## src/rtl/xoshiro128pp_random_generator_macros.svh

```systemverilog
// Assertion macros for the xoshiro128++ random generator.
`ifndef XOSHIRO128PP_RANDOM_GENERATOR_MACROS_SVH
`define XOSHIRO128PP_RANDOM_GENERATOR_MACROS_SVH

`ifndef SYNTHESIS

// Checked on every clock edge while the block is out of reset.
`define XRG_ASSERT(label, prop) \
    label: assert property (@(posedge aclk) disable iff (!aresetn) prop) \
        else $error("xoshiro128pp assertion failed");

// Checked on every clock edge, reset included.
`define XRG_ASSERT_ALWAYS(label, prop) \
    label: assert property (@(posedge aclk) prop) \
        else $error("xoshiro128pp assertion failed");

`else

`define XRG_ASSERT(label, prop)
`define XRG_ASSERT_ALWAYS(label, prop)

`endif

`endif

```

## src/rtl/xoshiro_pkg.sv

```systemverilog
// Package with the constants, command codes, state type and helpers of the generator.
package xoshiro_pkg;

    // Seed expansion constants.
    localparam logic [31:0] GOLD32 = 32'h9E3779B9;
    localparam logic [31:0] MIX32A = 32'h21F0AAAD;
    localparam logic [31:0] MIX32B = 32'h735A2D97;
    localparam logic [63:0] GOLD64 = 64'h9E3779B97F4A7C15;
    localparam logic [63:0] MIX64A = 64'hBF58476D1CE4E5B9;
    localparam logic [63:0] MIX64B = 64'h94D049BB133111EB;

    // Command codes carried in tuser.
    typedef logic [1:0] cmd_t;
    localparam cmd_t CMD_DRAW   = 2'd0;
    localparam cmd_t CMD_SEED32 = 2'd1;
    localparam cmd_t CMD_SEED64 = 2'd2;

    // Sequencer states.
    typedef enum logic [1:0] {
        ST_IDLE,
        ST_STEP,
        ST_MUL,
        ST_FIX
    } state_t;

    // Rotate left by a constant amount.
    function automatic logic [31:0] rotl32(input logic [31:0] v, input int unsigned k);
        return (v << k) | (v >> (32 - k));
    endfunction

    // The xoshiro128++ output word, taken before the state advances.
    function automatic logic [31:0] draw_output(input logic [31:0] s0, input logic [31:0] s3);
        return rotl32(s0 + s3, 7) + s0;
    endfunction

endpackage

```

## src/rtl/xoshiro128pp_random_generator.sv

```systemverilog
// Top level of the xoshiro128++ random word generator with splitmix seeding.
// The word of a draw appears in the output register in the cycle after the draw is taken;
// draws run at one item per cycle while the output side keeps up.
// Seeding uses the shared 32x32 multiplier; a mix round of a 64-bit seed sums three
// partial products, while a 32-bit seed needs a single product per round.
// After reset the block runs the 32-bit expansion of seed zero before it is ready.
`include "xoshiro128pp_random_generator_macros.svh"

module xoshiro128pp_random_generator (
    input  logic        aclk,
    input  logic        aresetn,
    input  logic        s_tvalid,
    output logic        s_tready,
    input  logic [63:0] s_tdata,    // [63:0] seed_value
    input  logic [1:0]  s_tuser,    // [1:0] command
    output logic        m_tvalid,
    input  logic        m_tready,
    output logic [31:0] m_tdata     // [31:0] random_word
);

    xoshiro_pkg::state_t fsm_reg, fsm_next;

    logic [31:0] gs_reg [4];
    logic [31:0] gs_next [4];
    logic [63:0] x_reg, x_next;
    logic [63:0] t_reg, t_next;
    logic [63:0] p_reg, p_next;
    logic [63:0] acc_reg, acc_next;
    logic [1:0]  phase_reg, phase_next;
    logic [1:0]  word_reg, word_next;
    logic        round_reg, round_next;
    logic        wide_reg, wide_next;
    logic [31:0] out_reg, out_next;
    logic        out_valid_reg, out_valid_next;

    logic        in_fire, out_fire;
    logic [63:0] mul_const;
    logic [31:0] mul_a, mul_b;
    logic [63:0] mul_p;
    logic [63:0] mix_res, mix_fb, mix_out64;
    logic [31:0] mix_word;
    logic        mix_last;
    logic [31:0] step32;
    logic [63:0] step64;
    logic [31:0] d_t, d_s2, d_s3;

    // Handshakes.
    assign s_tready = (fsm_reg == xoshiro_pkg::ST_IDLE) && (!out_valid_reg || m_tready);
    assign in_fire  = s_tvalid && s_tready;
    assign out_fire = out_valid_reg && m_tready;
    assign m_tvalid = out_valid_reg;
    assign m_tdata  = out_reg;

    // Shared multiplier: picks the halves of the operand and constant by phase.
    always_comb begin
        if (wide_reg) begin
            mul_const = round_reg ? xoshiro_pkg::MIX64B : xoshiro_pkg::MIX64A;
        end else begin
            mul_const = {32'b0, (round_reg ? xoshiro_pkg::MIX32B : xoshiro_pkg::MIX32A)};
        end
        mul_a = (phase_reg == 2'd2) ? t_reg[63:32] : t_reg[31:0];
        mul_b = (phase_reg == 2'd1) ? mul_const[63:32] : mul_const[31:0];
        mul_p = {32'b0, mul_a} * {32'b0, mul_b};
    end

    // Finishing of one mix round from the registered partial products.
    always_comb begin
        if (wide_reg) begin
            mix_res   = {acc_reg[63:32] + p_reg[31:0], acc_reg[31:0]};
            mix_last  = (phase_reg == 2'd3);
            mix_fb    = mix_res ^ (mix_res >> 27);
            mix_out64 = mix_res ^ (mix_res >> 31);
        end else begin
            mix_res   = {32'b0, p_reg[31:0]};
            mix_last  = (phase_reg == 2'd1);
            mix_fb    = {32'b0, p_reg[31:0] ^ (p_reg[31:0] >> 15)};
            mix_out64 = mix_fb;
        end
        mix_word = mix_out64[31:0];
    end

    // Counter advance for the next seed word.
    assign step32 = x_reg[31:0] + xoshiro_pkg::GOLD32;
    assign step64 = x_reg + xoshiro_pkg::GOLD64;

    // Intermediate terms of one xoshiro128++ step.
    assign d_t  = gs_reg[1] << 9;
    assign d_s2 = gs_reg[2] ^ gs_reg[0];
    assign d_s3 = gs_reg[3] ^ gs_reg[1];

    // Next state of the sequencer.
    always_comb begin
        fsm_next = fsm_reg;
        case (fsm_reg)
            xoshiro_pkg::ST_IDLE: begin
                if (in_fire && (s_tuser inside {xoshiro_pkg::CMD_SEED32,
                                                xoshiro_pkg::CMD_SEED64})) begin
                    fsm_next = xoshiro_pkg::ST_STEP;
                end
            end
            xoshiro_pkg::ST_STEP: begin
                fsm_next = xoshiro_pkg::ST_MUL;
            end
            xoshiro_pkg::ST_MUL: begin
                if (mix_last && round_reg) begin
                    fsm_next = (word_reg == 2'd3) ? xoshiro_pkg::ST_FIX
                                                  : xoshiro_pkg::ST_STEP;
                end
            end
            xoshiro_pkg::ST_FIX: begin
                fsm_next = xoshiro_pkg::ST_IDLE;
            end
            default: begin
                fsm_next = xoshiro_pkg::ST_IDLE;
            end
        endcase
    end

    // Datapath and output register updates.
    always_comb begin
        gs_next        = gs_reg;
        x_next         = x_reg;
        t_next         = t_reg;
        p_next         = p_reg;
        acc_next       = acc_reg;
        phase_next     = phase_reg;
        word_next      = word_reg;
        round_next     = round_reg;
        wide_next      = wide_reg;
        out_next       = out_reg;
        out_valid_next = out_valid_reg;

        if (out_fire) begin
            out_valid_next = 1'b0;
        end

        case (fsm_reg)
            xoshiro_pkg::ST_IDLE: begin
                if (in_fire) begin
                    case (s_tuser)
                        xoshiro_pkg::CMD_DRAW: begin
                            out_next       = xoshiro_pkg::draw_output(gs_reg[0], gs_reg[3]);
                            out_valid_next = 1'b1;
                            gs_next[0]     = gs_reg[0] ^ d_s3;
                            gs_next[1]     = gs_reg[1] ^ d_s2;
                            gs_next[2]     = d_s2 ^ d_t;
                            gs_next[3]     = xoshiro_pkg::rotl32(d_s3, 11);
                        end
                        xoshiro_pkg::CMD_SEED32: begin
                            x_next    = {32'b0, s_tdata[31:0] + xoshiro_pkg::GOLD32};
                            wide_next = 1'b0;
                            word_next = 2'd0;
                        end
                        xoshiro_pkg::CMD_SEED64: begin
                            x_next    = s_tdata + xoshiro_pkg::GOLD64;
                            wide_next = 1'b1;
                            word_next = 2'd0;
                        end
                        default: begin
                            // The unused code leaves everything as it is.
                        end
                    endcase
                end
            end
            xoshiro_pkg::ST_STEP: begin
                if (wide_reg) begin
                    x_next = step64;
                    t_next = step64 ^ (step64 >> 30);
                end else begin
                    x_next = {32'b0, step32};
                    t_next = {32'b0, step32 ^ (step32 >> 16)};
                end
                round_next = 1'b0;
                phase_next = 2'd0;
            end
            xoshiro_pkg::ST_MUL: begin
                p_next = mul_p;
                // Fold the partial products of a 64-bit multiply into the accumulator.
                if (phase_reg == 2'd1) begin
                    acc_next = p_reg;
                end else if (phase_reg == 2'd2) begin
                    acc_next[63:32] = acc_reg[63:32] + p_reg[31:0];
                end
                if (mix_last) begin
                    phase_next = 2'd0;
                    if (!round_reg) begin
                        t_next     = mix_fb;
                        round_next = 1'b1;
                    end else begin
                        gs_next[word_reg] = mix_word;
                        word_next         = word_reg + 2'd1;
                    end
                end else begin
                    phase_next = phase_reg + 2'd1;
                end
            end
            xoshiro_pkg::ST_FIX: begin
                if ((gs_reg[0] | gs_reg[1] | gs_reg[2] | gs_reg[3]) == 32'b0) begin
                    gs_next[0] = 32'd1;
                end
            end
            default: begin
            end
        endcase
    end

    // Control registers; reset starts the expansion of seed zero.
    always_ff @(posedge aclk) begin
        if (!aresetn) begin
            fsm_reg       <= xoshiro_pkg::ST_STEP;
            x_reg         <= {32'b0, xoshiro_pkg::GOLD32};
            wide_reg      <= 1'b0;
            word_reg      <= 2'd0;
            phase_reg     <= 2'd0;
            round_reg     <= 1'b0;
            out_valid_reg <= 1'b0;
        end else begin
            fsm_reg       <= fsm_next;
            x_reg         <= x_next;
            wide_reg      <= wide_next;
            word_reg      <= word_next;
            phase_reg     <= phase_next;
            round_reg     <= round_next;
            out_valid_reg <= out_valid_next;
        end
    end

    // Payload registers.
    always_ff @(posedge aclk) begin
        gs_reg  <= gs_next;
        t_reg   <= t_next;
        p_reg   <= p_next;
        acc_reg <= acc_next;
        out_reg <= out_next;
    end

    // Checks on the sequencer and the output register.
    `XRG_ASSERT(busy_not_ready, (fsm_reg != xoshiro_pkg::ST_IDLE) |-> !s_tready)
    `XRG_ASSERT(draw_gives_item,
        (in_fire && (s_tuser == xoshiro_pkg::CMD_DRAW)) |=> m_tvalid)
    `XRG_ASSERT(seed_state_nonzero,
        (fsm_reg == xoshiro_pkg::ST_FIX) |=> ((gs_reg[0] | gs_reg[1] | gs_reg[2] | gs_reg[3]) != 32'b0))
    `XRG_ASSERT(narrow_two_phases,
        ((fsm_reg == xoshiro_pkg::ST_MUL) && !wide_reg) |-> (phase_reg <= 2'd1))
    `XRG_ASSERT_ALWAYS(reset_clears_output, !aresetn |=> !m_tvalid)

endmodule

```

## config.mk

```make
export PLATFORM = sky130hd
export DESIGN_NAME = xoshiro128pp_random_generator
export DESIGN_NICKNAME = d
export VERILOG_FILES = /design/src/rtl/xoshiro_pkg.sv /design/src/rtl/xoshiro128pp_random_generator.sv
export VERILOG_INCLUDE_DIRS = /design/src /design/src/rtl
export SDC_FILE = /design/constraint.sdc
export NUM_CORES = 2
export LEC_CHECK = 0
export BUFFER_PORTS_ARGS = -buffer_cell sky130_fd_sc_hd__buf_2
export CAP_MARGIN = 20
export CORE_MARGIN = 2
export CORE_UTILIZATION = 60
export CTS_BUF_LIST = sky130_fd_sc_hd__clkbuf_8
export DETAILED_ROUTE_END_ITERATION = 10
export HOLD_SLACK_MARGIN = 0.02
export PLACE_DENSITY = 0.82
export SKIP_LAST_GASP = 1
export SLEW_MARGIN = 20
export SYNTH_ARGS = -nofsm -noshare
export SYNTH_HDL_FRONTEND = slang
export SYNTH_SLANG_ARGS = --single-unit
export TNS_END_PERCENT = 5
```

## constraint.sdc

```tcl
create_clock -name aclk -period 12.76 [get_ports aclk]
set_clock_uncertainty 0.2 [all_clocks]
set_input_delay 1.276 -clock aclk [delete_from_list [all_inputs] [get_ports aclk]]
set_output_delay 1.276 -clock aclk [all_outputs]
set_load 0.02 [all_outputs]
```

==> summary.txt <==
Drt
  • Drt pass-1 iters: 7
  • Via-per-instance ratio: 6.48
  • # DRC: 0
  • Via count: 52.6k
  • Routed len/inst: approximately 28 microns
  • Routed WL: approximately 230000 microns
  • Routed Antenna Nets: 0
  • DR iter-0 viols: 7425

Global route
  • Largest net degree at the start of global routing: roughly 180
  • Initial antenna violation count: 4
  • GR Util All Layers: 0.430
  • Global-route wire length before repair: 336000 microns
  • Vias in the first global route: 52.0k
  • Grt ovf: 0

Hold path
  • Hold Path Class: reg2reg

Clock network
  • Clock transition at the registers of the reported paths: around 0.070 ns
  • Root Driver: clkbuf_8
  • Post-CTS setup buffers: 0
  • CTS resizes: 0
  • H-Tree Depth: 3
  • Clock tree buffer depth: 3
  • Hold bufs inserted after CTS: 0
  • CTS tree: done
  • CTS sink cnt: 425
  • Clk_lat worst skew: 0.67 ns
  • CTS Buf Count: 67

Floorplan
  • Die Wd: 325 microns
  • # IOs: ~100
  • Die height: 325 microns
  • Die area: 106000 sq um
  • Core Area: 102000 sq um
  • Rows: 117
  • Initial Util: 0.606

Synth
  • Area contributors post-synth: fa_1 (28%), edfxtp_1 (17%), ha_1 (8.1%)
  • Synth Cell Area: 61900 sq um
  • Synth top area share: 0.285
  • Synth unique cells: 102
  • Post-synthesis sequential area ratio: 0.194
  • Top FF cell, synth: edfxtp_1
  • Count of flip-flops with a built-in enable after synthesis: 352
  • Synth warn: 0
  • Flops & latches, synth: between 400 and 500
  • Synth Area per Inst: 9.16 sq um
  • Post-synthesis async set-or-reset flop share: 0
  • Post-Syn Nets: just over 8k
  • Mapped Cells: 6753
  • Cell taking the most area after synthesis: fa_1

STA
  • Fmax: 89.3 MHz
  • Worst relative slew slack: 0.174
  • Unrepaired setup endpoints after global routing: no
  • Slew of the pin with the lowest slew margin: 1.23 ns
  • Fin crit share: 0.877
  • Endpoints failing setup: 0
  • Fin. Hold Viols: 0
  • Slew Viols, Final: 0
  • Setup TNS: 0 ns
  • Final worst path period need: approximately 11 ns

Run status
  • Status: finished, final reports clean

Layout
  • Layout cells sized above 1: 0.0631
  • Max reg flops: between 100 and 150
  • Multi-input logic area: 45100 sq um
  • FF/Latch Area: 12000 sq um
  • Most frequent cells in the layout: inv_1 (979), fa_1 (880), nand2_1 (700), nor2_1 (678), ha_1 (396)
  • Fill count: 8630
  • Final nets: 8048
  • Most common cell after layout, fill and taps aside: inv_1
  • Layout Area Growth over Synthesis: 5.04%

Worst setup path
  • Crit path capture type: flop
  • CP Data Required Time: 12.93 ns
  • Setup crit start kind: flop
  • Kind of critical path: reg2reg
  • Arrival @ worst endpoint: ~11 ns
  • Crit Path Max Fanout: 35

Placed design
  • Dpl hpwl: 181000 microns
  • Number of port buffers: 103
  • GPL Wtd Cong: between 1 and 1.5

Flow run
  • Max Cap Viol: 0
[area by class of cell]
cell class / instances / area share
Inverter: 960 / 0.0555
Tap cell: 1368 / 0.0263
Sequential cell: 425 / 0.185
Timing Repair Buffer: 203 / 0.0201
Clock inverter: 47 / 0.00356
Antenna cell: 2 / 0.0000770
Clock buffer: 70 / 0.0148
Multi-Input combinational cell: 5041 / 0.694
[cell families (layout without fill, tap and decap cells)]
family,Yosys count,after routing,share of synthesized area
other cells,0,2,0
compound gates,1196,1196,0.126
mux,120,120,0.0220
fa+ha+maj,1280,1280,0.366
simple gates,1866,1866,0.131
xor+xnor,579,579,0.0829
flops,425,425,0.194
buf+inv,1287,1280,0.0788
[routing by layer]
metal	up-vias	wire length [microns]	global-route usage
met5	-	52	0
met4	8	13800	0.201
li1	22130	-	-
met1	25735	84500	0.582
met3	798	33900	0.144
met2	3896	95700	0.623
[path summary, 6_finish.rpt]
check	startpoint	to	slack, ns	depth (start not counted)
min	p_reg[51]	acc_reg[51]	0.29	2
max	phase_reg[0]	p_reg[54]	1.56	27
max reg2reg	phase_reg[0]	p_reg[54]	1.56	27
min reg2reg	p_reg[51]	acc_reg[51]	0.29	2
[cells in the mapped netlist, types with 40 or more instances]
cell type	instances
xnor2_1	352
inv_1	959
o21ai_0	228
a31oi_1	43
nor4_1	49
nand3_1	60
nand4_1	40
a21oi_1	318
nor3_1	106
buf_1	41
fa_1	880
clkbuf_1	268
mux2i_1	59
xor2_1	222
edfxtp_1	352
ha_1	400
and2_1	57
a21o_1	138
o22ai_1	76
nand2_1	704
mux2_2	53
nor2_1	683
dfxtp_1	73
[worst max-delay path, stage by stage (launching register included)]
cell and delay (ns):
dfxtp_1 0.40, ha_2 0.69, clkinv_1 0.15, buf_4 0.34
nor2_1 0.55, a21o_1 0.95, nor2_1 0.24, fa_1 0.55
fa_1 0.56, inv_1 0.08, fa_1 0.52, fa_1 0.53
inv_1 0.06, fa_1 0.55, fa_1 0.43, fa_1 0.53
fa_1 0.44, ha_1 0.51, nand2_1 0.18, nor3_1 0.29
nand3_1 0.11, a31oi_1 0.38, o2111ai_1 0.27, a21oi_1 0.35
o2111ai_1 0.31, and2_1 0.29, o41ai_1 0.32, xor2_1 0.11
[metrics by stage]
stage	std cells	util	area (sq um)	setup slack, ns	hold slack [ns]
2_1_floorplan	6753	-	61900	3.21	0.260
3_3_place_gp	7996	0.625	63700	2.21	0.275
3_5_place_dp	7996	0.625	63800	1.99	0.299
4_1_cts	8113	0.637	65000	1.93	0.300
5_1_grt	8114	0.637	65000	1.30	0.336
6_report	8116	0.637	65000	1.56	0.293
Power is left out: the tool's default activity adds up to more than one toggle a clock period on the data nets, which glitch-free logic cannot reach.
